`config.mk`:
```
export PLATFORM = sky130hd
export DESIGN_NAME = direct_convolution_fir_unit_flat
export DESIGN_NICKNAME = d
export VERILOG_FILES = /design/src/sv/dcfir_pkg.sv /design/src/sv/dcfir_if.sv /design/src/sv/dcfir_ctrl.sv /design/src/sv/dcfir_dp.sv /design/src/sv/direct_convolution_fir_unit.sv /design/src/flat_wrapper.sv
export SDC_FILE = /design/constraint.sdc
export NUM_CORES = 2
export LEC_CHECK = 0
export ABC_AREA = 1
export BUFFER_PORTS_ARGS = -buffer_cell sky130_fd_sc_hd__buf_2
export CORE_MARGIN = 2
export CORE_UTILIZATION = 63
export CTS_CLUSTER_DIAMETER = 200
export DETAILED_ROUTE_END_ITERATION = 6
export GPL_TIMING_DRIVEN = 0
export MAX_ROUTING_LAYER = met4
export PLACE_DENSITY_LB_ADDON = 0.08
export SLEW_MARGIN = 0
export SYNTH_ARGS = -nofsm -noshare
export SYNTH_HDL_FRONTEND = slang
export SYNTH_SLANG_ARGS = --single-unit
```
`constraint.sdc`:
```
create_clock -name i_clk -period 7.2 [get_ports i_clk]
set_input_delay 1.44 -clock i_clk [delete_from_list [all_inputs] [get_ports i_clk]]
set_output_delay 1.44 -clock i_clk [all_outputs]
set_load 0.02 [all_outputs]
```
`src/sv/dcfir_pkg.sv`:
```
`timescale 1ns / 1ps
// ----------------------------------------------------------------------------
// dcfir_pkg
// Shared constants and controller/datapath types for the direct-form FIR.
// ----------------------------------------------------------------------------
package dcfir_pkg;

    localparam int MAX_TAPS_DEF    = 64;
    localparam int SAMPLE_BITS_DEF = 16;

    localparam int                     TAP_COUNT_W   = 7;
    localparam logic [TAP_COUNT_W-1:0] TAP_COUNT_RST = 7'd1;

    localparam logic FUNC_LOAD   = 1'b0;
    localparam logic FUNC_SAMPLE = 1'b1;

    function automatic int idx_width(input int depth);
        return (depth > 1) ? $clog2(depth) : 1;
    endfunction

    typedef struct packed {
        logic load_tap;
        logic push_sample;
        logic push_zero;
        logic clear_run;
        logic issue;
        logic issue_first;
        logic issue_last;
        logic store_out;
        logic out_last;
    } t_dp_cmd;

    typedef struct packed {
        logic acc_done;
        logic out_free;
    } t_dp_sts;

endpackage

```
`src/sv/dcfir_if.sv`:
```
`timescale 1ns / 1ps
// ----------------------------------------------------------------------------
// dcfir_in_if / dcfir_out_if
// Valid/ready channels for input items and convolution results.
// ----------------------------------------------------------------------------
interface dcfir_in_if #(
    parameter int IDX_W       = 6,
    parameter int SAMPLE_BITS = 16
);
    logic                          valid;
    logic                          ready;
    logic                          func;
    logic [IDX_W-1:0]              tap_index;
    logic signed [SAMPLE_BITS-1:0] sample;
    logic                          is_last;

    modport source (output valid, func, tap_index, sample, is_last, input ready);
    modport sink   (input valid, func, tap_index, sample, is_last, output ready);
endinterface

interface dcfir_out_if #(
    parameter int Y_BITS = 38
);
    logic                     valid;
    logic                     ready;
    logic signed [Y_BITS-1:0] y_value;
    logic                     last_of_run;

    modport source (output valid, y_value, last_of_run, input ready);
    modport sink   (input valid, y_value, last_of_run, output ready);
endinterface

```
`src/sv/dcfir_ctrl.sv`:
```
`timescale 1ns / 1ps
// ----------------------------------------------------------------------------
// dcfir_ctrl
// Sequencer: takes items, holds tap_count, steps the MAC over the taps and
// walks the zero-padded tail of a run.
// ----------------------------------------------------------------------------
module dcfir_ctrl #(
    parameter int MAX_TAPS = dcfir_pkg::MAX_TAPS_DEF
) (
    input  logic                             i_clk,
    input  logic                             i_rst_n,
    input  logic                             i_cfg_we,
    input  logic [dcfir_pkg::TAP_COUNT_W-1:0] i_cfg_wdata,
    input  logic                             i_in_valid,
    output logic                             o_in_ready,
    input  logic                             i_func,
    input  logic                             i_is_last,
    input  dcfir_pkg::t_dp_sts               i_sts,
    output dcfir_pkg::t_dp_cmd               o_cmd,
    output logic [dcfir_pkg::idx_width(MAX_TAPS)-1:0] o_tap_idx
);

    localparam int IDX_W = dcfir_pkg::idx_width(MAX_TAPS);
    localparam int CNT_W = $clog2(MAX_TAPS + 1);

    localparam logic [1:0] S_IDLE  = 2'd0;
    localparam logic [1:0] S_MAC   = 2'd1;
    localparam logic [1:0] S_WAIT  = 2'd2;
    localparam logic [1:0] S_STORE = 2'd3;

    logic [1:0]                        r_state, n_state;
    logic [dcfir_pkg::TAP_COUNT_W-1:0] r_tap_count;
    logic [CNT_W-1:0]                  r_m, n_m;
    logic [CNT_W-1:0]                  r_tail, n_tail;
    logic                              r_last_run, n_last_run;
    logic [IDX_W-1:0]                  r_tap_cnt, n_tap_cnt;
    logic [CNT_W-1:0]                  w_m_eff;
    logic                              w_accept;
    logic                              w_issue_last;

    always_comb begin
        if (r_tap_count == '0) begin
            w_m_eff = CNT_W'(1);
        end else if (32'(r_tap_count) > MAX_TAPS) begin
            w_m_eff = CNT_W'(MAX_TAPS);
        end else begin
            w_m_eff = CNT_W'(r_tap_count);
        end
    end

    assign o_in_ready   = (r_state == S_IDLE);
    assign w_accept     = i_in_valid && o_in_ready;
    assign w_issue_last = (CNT_W'(r_tap_cnt) == (r_m - CNT_W'(1)));
    assign o_tap_idx    = r_tap_cnt;

    always_comb begin
        n_state    = r_state;
        n_m        = r_m;
        n_tail     = r_tail;
        n_last_run = r_last_run;
        n_tap_cnt  = r_tap_cnt;
        o_cmd      = '0;
        unique case (r_state)
            S_IDLE: begin
                if (w_accept) begin
                    if (i_func == dcfir_pkg::FUNC_LOAD) begin
                        o_cmd.load_tap = 1'b1;
                    end else begin
                        o_cmd.push_sample = 1'b1;
                        n_m        = w_m_eff;
                        n_tail     = i_is_last ? (w_m_eff - CNT_W'(1)) : '0;
                        n_last_run = i_is_last;
                        n_tap_cnt  = '0;
                        n_state    = S_MAC;
                    end
                end
            end
            S_MAC: begin
                o_cmd.issue       = 1'b1;
                o_cmd.issue_first = (r_tap_cnt == '0);
                o_cmd.issue_last  = w_issue_last;
                n_tap_cnt         = r_tap_cnt + IDX_W'(1);
                if (w_issue_last) begin
                    n_state = S_WAIT;
                end
            end
            S_WAIT: begin
                if (i_sts.acc_done) begin
                    n_state = S_STORE;
                end
            end
            S_STORE: begin
                if (i_sts.out_free) begin
                    o_cmd.store_out = 1'b1;
                    o_cmd.out_last  = r_last_run && (r_tail == '0);
                    if (r_tail != '0) begin
                        o_cmd.push_zero = 1'b1;
                        n_tail    = r_tail - CNT_W'(1);
                        n_tap_cnt = '0;
                        n_state   = S_MAC;
                    end else begin
                        o_cmd.clear_run = r_last_run;
                        n_state         = S_IDLE;
                    end
                end
            end
            default: begin
                n_state = S_IDLE;
            end
        endcase
    end

    always_ff @(posedge i_clk) begin
        if (!i_rst_n) begin
            r_state     <= S_IDLE;
            r_tap_count <= dcfir_pkg::TAP_COUNT_RST;
            r_m         <= CNT_W'(1);
            r_tail      <= '0;
            r_last_run  <= 1'b0;
            r_tap_cnt   <= '0;
        end else begin
            r_state    <= n_state;
            r_m        <= n_m;
            r_tail     <= n_tail;
            r_last_run <= n_last_run;
            r_tap_cnt  <= n_tap_cnt;
            if (i_cfg_we) begin
                r_tap_count <= i_cfg_wdata;
            end
        end
    end

`ifndef SYNTH
    a_done_in_wait: assert property (@(posedge i_clk) disable iff (!i_rst_n)
        i_sts.acc_done |-> (r_state == S_WAIT))
        else $error("accumulator finished outside the wait state");

    a_tap_in_range: assert property (@(posedge i_clk) disable iff (!i_rst_n)
        (r_state == S_MAC) |-> (CNT_W'(r_tap_cnt) < r_m))
        else $error("tap counter ran past tap count");

    a_tail_bound: assert property (@(posedge i_clk) disable iff (!i_rst_n)
        (r_state != S_IDLE) |-> (r_tail < r_m))
        else $error("tail count exceeds tap count");
`endif

endmodule

```
`src/sv/dcfir_dp.sv`:
```
`timescale 1ns / 1ps
// ----------------------------------------------------------------------------
// dcfir_dp
// Tap and history memories, fill tracking, pipelined MAC and result register.
// ----------------------------------------------------------------------------
module dcfir_dp #(
    parameter int MAX_TAPS    = dcfir_pkg::MAX_TAPS_DEF,
    parameter int SAMPLE_BITS = dcfir_pkg::SAMPLE_BITS_DEF
) (
    input  logic                                      i_clk,
    input  logic                                      i_rst_n,
    input  dcfir_pkg::t_dp_cmd                        i_cmd,
    output dcfir_pkg::t_dp_sts                        o_sts,
    input  logic [dcfir_pkg::idx_width(MAX_TAPS)-1:0] i_tap_idx,
    input  logic [dcfir_pkg::idx_width(MAX_TAPS)-1:0] i_tap_index,
    input  logic signed [SAMPLE_BITS-1:0]             i_sample,
    output logic                                      o_out_valid,
    input  logic                                      i_out_ready,
    output logic signed [2*SAMPLE_BITS+dcfir_pkg::idx_width(MAX_TAPS)-1:0] o_y_value,
    output logic                                      o_last_of_run
);

    localparam int IDX_W  = dcfir_pkg::idx_width(MAX_TAPS);
    localparam int FILL_W = $clog2(MAX_TAPS + 1);
    localparam int PROD_W = 2 * SAMPLE_BITS;
    localparam int Y_BITS = PROD_W + IDX_W;

    logic signed [SAMPLE_BITS-1:0] r_tap_mem  [MAX_TAPS];
    logic signed [SAMPLE_BITS-1:0] r_hist_mem [MAX_TAPS];

    logic [IDX_W-1:0]  r_head, n_head;
    logic [FILL_W-1:0] r_fill;
    logic [IDX_W-1:0]  w_hist_addr;
    logic              w_push;

    logic signed [SAMPLE_BITS-1:0] r_tap_q, r_hist_q, w_hist_op;
    logic                          r_s1_valid, r_s1_first, r_s1_last, r_s1_live;
    logic signed [PROD_W-1:0]      r_prod;
    logic                          r_s2_valid, r_s2_first, r_s2_last;
    logic signed [Y_BITS-1:0]      r_acc;
    logic                          r_acc_done;
    logic                          r_out_valid;
    logic signed [Y_BITS-1:0]      r_out_y;
    logic                          r_out_last;

    assign w_push = i_cmd.push_sample || i_cmd.push_zero;
    assign n_head = (r_head == IDX_W'(MAX_TAPS - 1)) ? '0 : (r_head + IDX_W'(1));
    assign w_hist_addr = (i_tap_idx > r_head) ? (r_head + IDX_W'(MAX_TAPS) - i_tap_idx)
                                              : (r_head - i_tap_idx);

    always_ff @(posedge i_clk) begin
        if (i_cmd.load_tap && (32'(i_tap_index) < MAX_TAPS)) begin
            r_tap_mem[i_tap_index] <= i_sample;
        end
        if (w_push) begin
            r_hist_mem[n_head] <= i_cmd.push_sample ? i_sample : '0;
        end
        r_tap_q  <= r_tap_mem[i_tap_idx];
        r_hist_q <= r_hist_mem[w_hist_addr];
    end

    always_ff @(posedge i_clk) begin
        if (!i_rst_n) begin
            r_head <= '0;
            r_fill <= '0;
        end else if (i_cmd.clear_run) begin
            r_head <= '0;
            r_fill <= '0;
        end else if (w_push) begin
            r_head <= n_head;
            if (r_fill != FILL_W'(MAX_TAPS)) begin
                r_fill <= r_fill + FILL_W'(1);
            end
        end
    end

    // entries older than the fill count read as zero
    assign w_hist_op = r_s1_live ? r_hist_q : '0;

    always_ff @(posedge i_clk) begin
        r_s1_first <= i_cmd.issue_first;
        r_s1_last  <= i_cmd.issue_last;
        r_s1_live  <= (FILL_W'(i_tap_idx) < r_fill);
        r_prod     <= r_tap_q * w_hist_op;
        r_s2_first <= r_s1_first;
        r_s2_last  <= r_s1_last;
        if (r_s2_valid) begin
            r_acc <= r_s2_first ? Y_BITS'(r_prod) : (r_acc + Y_BITS'(r_prod));
        end
    end

    always_ff @(posedge i_clk) begin
        if (!i_rst_n) begin
            r_s1_valid <= 1'b0;
            r_s2_valid <= 1'b0;
            r_acc_done <= 1'b0;
        end else begin
            r_s1_valid <= i_cmd.issue;
            r_s2_valid <= r_s1_valid;
            r_acc_done <= r_s2_valid && r_s2_last;
        end
    end

    always_ff @(posedge i_clk) begin
        if (i_cmd.store_out) begin
            r_out_y    <= r_acc;
            r_out_last <= i_cmd.out_last;
        end
    end

    always_ff @(posedge i_clk) begin
        if (!i_rst_n) begin
            r_out_valid <= 1'b0;
        end else if (i_cmd.store_out) begin
            r_out_valid <= 1'b1;
        end else if (i_out_ready) begin
            r_out_valid <= 1'b0;
        end
    end

    assign o_sts.acc_done = r_acc_done;
    assign o_sts.out_free = !r_out_valid || i_out_ready;
    assign o_out_valid    = r_out_valid;
    assign o_y_value      = r_out_y;
    assign o_last_of_run  = r_out_last;

`ifndef SYNTH
    a_fill_bound: assert property (@(posedge i_clk) disable iff (!i_rst_n)
        32'(r_fill) <= MAX_TAPS)
        else $error("history fill count above depth");

    a_no_overwrite: assert property (@(posedge i_clk) disable iff (!i_rst_n)
        i_cmd.store_out |-> (!r_out_valid || i_out_ready))
        else $error("result register overwritten before transfer");

    a_no_push_in_mac: assert property (@(posedge i_clk) disable iff (!i_rst_n)
        (r_s1_valid || r_s2_valid) |-> !w_push)
        else $error("history pushed while MAC in flight");
`endif

endmodule

```
`src/sv/direct_convolution_fir_unit.sv`:
```
`timescale 1ns / 1ps
// ----------------------------------------------------------------------------
// direct_convolution_fir_unit
// Direct-form FIR computing the full linear convolution with loaded taps.
// ----------------------------------------------------------------------------
// Usage:
//   i_in  : valid/ready input channel. func = load writes sample into tap
//           tap_index (no result); func = sample pushes a sample
//           and produces one y_value. is_last adds the M-1 tail outputs.
//   o_out : valid/ready result channel, y_value plus last_of_run on the
//           final output of a run, after which the history is cleared.
//   i_cfg_we / i_cfg_wdata : tap_count (M), written by the user only while idle; not enforced.
// Timing: one multiply-accumulate per tap through a single MAC pipeline
//   (memory read, multiply, accumulate). A sample item holds the block from
//   transfer until its result is stored, as does each tail output.
//   Input is taken again once the result is in the output register.
// Reset: tap_count = 1, history empty; tap store is undefined until loaded.
// Stall: a held output register stops the block before it stores the next
//   result; input is not taken until that store completes.
// ----------------------------------------------------------------------------
module direct_convolution_fir_unit #(
    parameter int MAX_TAPS    = dcfir_pkg::MAX_TAPS_DEF,
    parameter int SAMPLE_BITS = dcfir_pkg::SAMPLE_BITS_DEF
) (
    input  logic                              i_clk,
    input  logic                              i_rst_n,
    input  logic                              i_cfg_we,
    input  logic [dcfir_pkg::TAP_COUNT_W-1:0] i_cfg_wdata,
    dcfir_in_if.sink                          i_in,
    dcfir_out_if.source                       o_out
);

    localparam int IDX_W = dcfir_pkg::idx_width(MAX_TAPS);

    dcfir_pkg::t_dp_cmd w_cmd;
    dcfir_pkg::t_dp_sts w_sts;
    logic [IDX_W-1:0]   w_tap_idx;

    dcfir_ctrl #(
        .MAX_TAPS (MAX_TAPS)
    ) u_ctrl (
        .i_clk       (i_clk),
        .i_rst_n     (i_rst_n),
        .i_cfg_we    (i_cfg_we),
        .i_cfg_wdata (i_cfg_wdata),
        .i_in_valid  (i_in.valid),
        .o_in_ready  (i_in.ready),
        .i_func      (i_in.func),
        .i_is_last   (i_in.is_last),
        .i_sts       (w_sts),
        .o_cmd       (w_cmd),
        .o_tap_idx   (w_tap_idx)
    );

    dcfir_dp #(
        .MAX_TAPS    (MAX_TAPS),
        .SAMPLE_BITS (SAMPLE_BITS)
    ) u_dp (
        .i_clk         (i_clk),
        .i_rst_n       (i_rst_n),
        .i_cmd         (w_cmd),
        .o_sts         (w_sts),
        .i_tap_idx     (w_tap_idx),
        .i_tap_index   (i_in.tap_index),
        .i_sample      (i_in.sample),
        .o_out_valid   (o_out.valid),
        .i_out_ready   (o_out.ready),
        .o_y_value     (o_out.y_value),
        .o_last_of_run (o_out.last_of_run)
    );

endmodule
```
`src/flat_wrapper.sv`:
```
// flat-port wrapper written by rule: the top's interface ports become plain ports
module direct_convolution_fir_unit_flat 
#(
    parameter int MAX_TAPS    = dcfir_pkg::MAX_TAPS_DEF,
    parameter int SAMPLE_BITS = dcfir_pkg::SAMPLE_BITS_DEF
)
  (i_clk, i_rst_n, i_cfg_we, i_cfg_wdata, i_in_valid, i_in_func, i_in_tap_index, i_in_sample, i_in_is_last, i_in_ready, o_out_valid, o_out_y_value, o_out_last_of_run, o_out_ready);
  dcfir_in_if #(.SAMPLE_BITS(SAMPLE_BITS)) i_in_i ();
  dcfir_out_if o_out_i ();
  input  logic i_clk;
  input  logic i_rst_n;
  input  logic i_cfg_we;
  input  logic [dcfir_pkg::TAP_COUNT_W-1:0] i_cfg_wdata;
  input wire logic [$bits(i_in_i.valid)-1:0] i_in_valid;
  input wire logic [$bits(i_in_i.func)-1:0] i_in_func;
  input wire logic [$bits(i_in_i.tap_index)-1:0] i_in_tap_index;
  input wire logic [$bits(i_in_i.sample)-1:0] i_in_sample;
  input wire logic [$bits(i_in_i.is_last)-1:0] i_in_is_last;
  output wire logic [$bits(i_in_i.ready)-1:0] i_in_ready;
  output wire logic [$bits(o_out_i.valid)-1:0] o_out_valid;
  output wire logic [$bits(o_out_i.y_value)-1:0] o_out_y_value;
  output wire logic [$bits(o_out_i.last_of_run)-1:0] o_out_last_of_run;
  input wire logic [$bits(o_out_i.ready)-1:0] o_out_ready;
  assign i_in_i.valid = i_in_valid;
  assign i_in_i.func = i_in_func;
  assign i_in_i.tap_index = i_in_tap_index;
  assign i_in_i.sample = i_in_sample;
  assign i_in_i.is_last = i_in_is_last;
  assign i_in_ready = i_in_i.ready;
  assign o_out_valid = o_out_i.valid;
  assign o_out_y_value = o_out_i.y_value;
  assign o_out_last_of_run = o_out_i.last_of_run;
  assign o_out_i.ready = o_out_ready;
  direct_convolution_fir_unit #(.MAX_TAPS(MAX_TAPS), .SAMPLE_BITS(SAMPLE_BITS)) u_core (.i_clk(i_clk), .i_rst_n(i_rst_n), .i_cfg_we(i_cfg_we), .i_cfg_wdata(i_cfg_wdata), .i_in(i_in_i), .o_out(o_out_i));
endmodule
```
==> metrics.txt <==
worst setup path startpoint=u_core.u_dp.r_s1_live; CTS tree=built; first drt pass iteration count=7; FP Rows=147; # nets final=9,659; CTS sink cnt=2,241; Placer Congestion=1.03; clk root buf=clkbuf_16; Slew Limit Fails=0; Via Count=75,538; PwrDens=426 nW/um2; top-area cell type share of the netlist area=62.8%; Max Cap Violations=0; Port-buffer cells=75; GRT Total Usage=43.3%; Die Area=164,000 um2; status=finished, final reports clean; DR WL/cell=30.0 um; Power Total=48.7 mW; CP max FO=10; initial antenna violation count=7; post-route ant nets=0; worst hold path type=reg2reg; Startpoint Class=flip-flop; DRT iter0 DRCs=13,313; Final setup viols=0; Die H=405 um; leakage=41.3 nW; post-synth cell types=48; Worst-path clk slew=0.06 ns; yosys synthesis warning count=0; Crit path arrival time=7.59 ns; later-pin clock latency in the skew report=0.89 ns; post-CTS setup buffer count=0; sequential element share of the synthesized area=65.1%; critical path required time=7.89 ns; cells after synthesis=8,818; WHS=0.327 ns; Synthesized Nets=9,260; Mapped Area=102,000 um2; Overflow after GRT=0; RSZ-0062 raised after global routing=false; final hold vios=0; final WL=347,000 um; htree depth=4; Peak supply drop=384 uV; max frequency=0.145 GHz; first-pass GRT wire length=487,000 um; Initial Util=63.3%; largest net degree at the start of global routing=66; layout cells sized above 1=9.68%; P&R area growth vs syn=12.7%; Avg Inst Size Synth=11.5 um2; Vias per Instance=6.52; DRC=0; fraction of the cycle the final worst path needs=95.8%; hold path start=u_core.u_dp.r_s1_last; IO Pins=77; Critical Path End Type=flip-flop; CORE AREA=160,000 um2; worst r2r src=u_core.u_dp.r_s1_live; Min Clock Period, post-route=6.90 ns; Area contributors post-synth=edfxtp_1 63%, nor2_1 6.5%, o21ai_0 5.3%; clock buffer depth=3; Post-Route Skew=0.0640 ns; flops & latches, synth=2,241; Chip Width=405 um; vias in the first global route=71,314; slew of the pin with the lowest slew margin=1.45 ns; placed wire-length estimate=247,000 um; cell taking the most area after synthesis=edfxtp_1; max_slew headroom=3.28%; cts hold-fix bufs=0; crit path kind=reg2reg; CTS Buf Count=218
-- Yosys cell counts (all sizes together) --
cell type / number
a21oi: 158
o21bai: 15
o221ai: 52
o21ai: 1118
nand4: 28
o22ai: 119
edfxtp: 2125
a21boi: 1
nand3: 437
inv: 610
ha: 142
nor3b: 3
fa: 264
nand2: 903
o21a: 1
clkinv: 9
xnor2: 21
nor3: 28
o211ai: 327
and3: 2
a31oi: 6
a211oi: 5
nand3b: 12
xor2: 31
o31ai: 2
dfxtp: 116
nor2: 1772
a21o: 6
clkbuf: 223
or2: 28
buf: 254
-- through the flow --
step | cells | area [um2] | util, % | setup TNS [ns] | worst slack [ns]
final | 11581 | 114000 | 71.3 | 0 | 0.304
after detailed placement | 11155 | 107000 | 66.7 | 0 | 0.0913
after CTS | 11561 | 114000 | 71.2 | 0 | 0.0799
after global placement | 11053 | 105000 | 65.2 | -486.75 | -0.931
after global routing | 11565 | 114000 | 71.3 | 0 | 0.0920
after floorplan | 8818 | 102000 | - | 0 | 1.28
-- power breakdown --
part / switching (mW) / total (mW) / leakage, nW / internal [mW]
Clock: 5.07 / 11.6 / 3.51 / 6.49
Sequential: 0.217 / 15.2 / 20.3 / 14.9
Combinational: 15.5 / 22.0 / 17.4 / 6.54
-- timing repair --
item	CTS	global route
resized for setup	0	8
endpoints found under the hold margin	0	0
setup endpoints to repair	0	8
-- kinds of logic after synthesis --
| group | synth area share, % |
|---|---|
| AND/OR/NAND/NOR | 12.7 |
| flip-flops | 65.1 |
| AO/OA/AOI/OAI | 10.2 |
| buffers and inverters | 4.61 |
| adder cells (fa/ha/maj) | 6.96 |
| XOR/XNOR | 0.478 |
-- state kept, by name, summed over array words and instances, names as in the netlist, 6 cells and up --
| name | flops |
|---|---|
| u_core.u_ctrl.o_tap_idx | 6 |
| u_core.u_ctrl.r_m | 7 |
| u_core.u_ctrl.r_tail | 7 |
| u_core.u_ctrl.r_tap_count | 7 |
| u_core.u_dp.o_y_value | 38 |
| u_core.u_dp.r_acc | 38 |
| u_core.u_dp.r_fill | 7 |
| u_core.u_dp.r_head | 6 |
| u_core.u_dp.r_hist_mem | 1024 |
| u_core.u_dp.r_hist_q | 16 |
| u_core.u_dp.r_prod | 32 |
| u_core.u_dp.r_tap_mem | 1024 |
| u_core.u_dp.r_tap_q | 16 |
-- per-layer routing --
layer  routed length (um)  global-route usage, %
met1               123000                   56.7
met2               151000                   62.3
met3                50800                   12.2
met5                    0                      -
met4                21800                   22.4
-- area by class of cell --
cell class	instances	area, um2
clock inverter	151	1500
inverter	619	2330
tap	2160	2700
buffer	477	2350
sequential	2241	66100
multi-input combinational	5481	31200
antenna	18	45.0
timing repair buffer	179	2460
clock buffer	255	5700
fill	11304	46000
-- worst max-delay path, cell delays in order, from the launching register on --
cell and delay, ns:
dfxtp_1 0.31, clkbuf_1 0.25, nand2_1 0.39, inv_1 0.21, clkbuf_1 0.44, nand2_1 0.15
fa_1 0.57, inv_1 0.06, fa_1 0.52, fa_1 0.60, fa_1 0.44, fa_1 0.49
inv_1 0.05, fa_1 0.47, inv_1 0.04, ha_1 0.34, nand2_1 0.13, nor2_1 0.12
inv_1 0.08, nor3_1 0.34, nand3_1 0.12, o211ai_1 0.52, xor2_1 0.13
-- cell usage in the layout (no fill, tap or decap), drive strengths merged, types with 31 or more instances in the layout --
master,instances
clkbuf,478
nand2,903
nor2,1772
fa,264
o211ai,327
o21ai,1118
inv,617
a21oi,158
clkinv,116
ha,142
dfxtp,116
o22ai,119
buf,433
xor2,31
edfxtp,2125
o221ai,52
nand3,437
-- path summary, 6_finish.rpt --
kind | endpoint | slack, ns | cells after the start
worst max register to register | u_core.u_dp.r_prod[24] | 0.30 | 22
worst min register to register | u_core.u_dp.r_s2_last | 0.33 | 0
worst max-delay path | u_core.u_dp.r_prod[24] | 0.30 | 22
worst min-delay path | u_core.u_dp.r_s2_last | 0.33 | 0
Note: power is estimated with default switching activity, not from simulation.
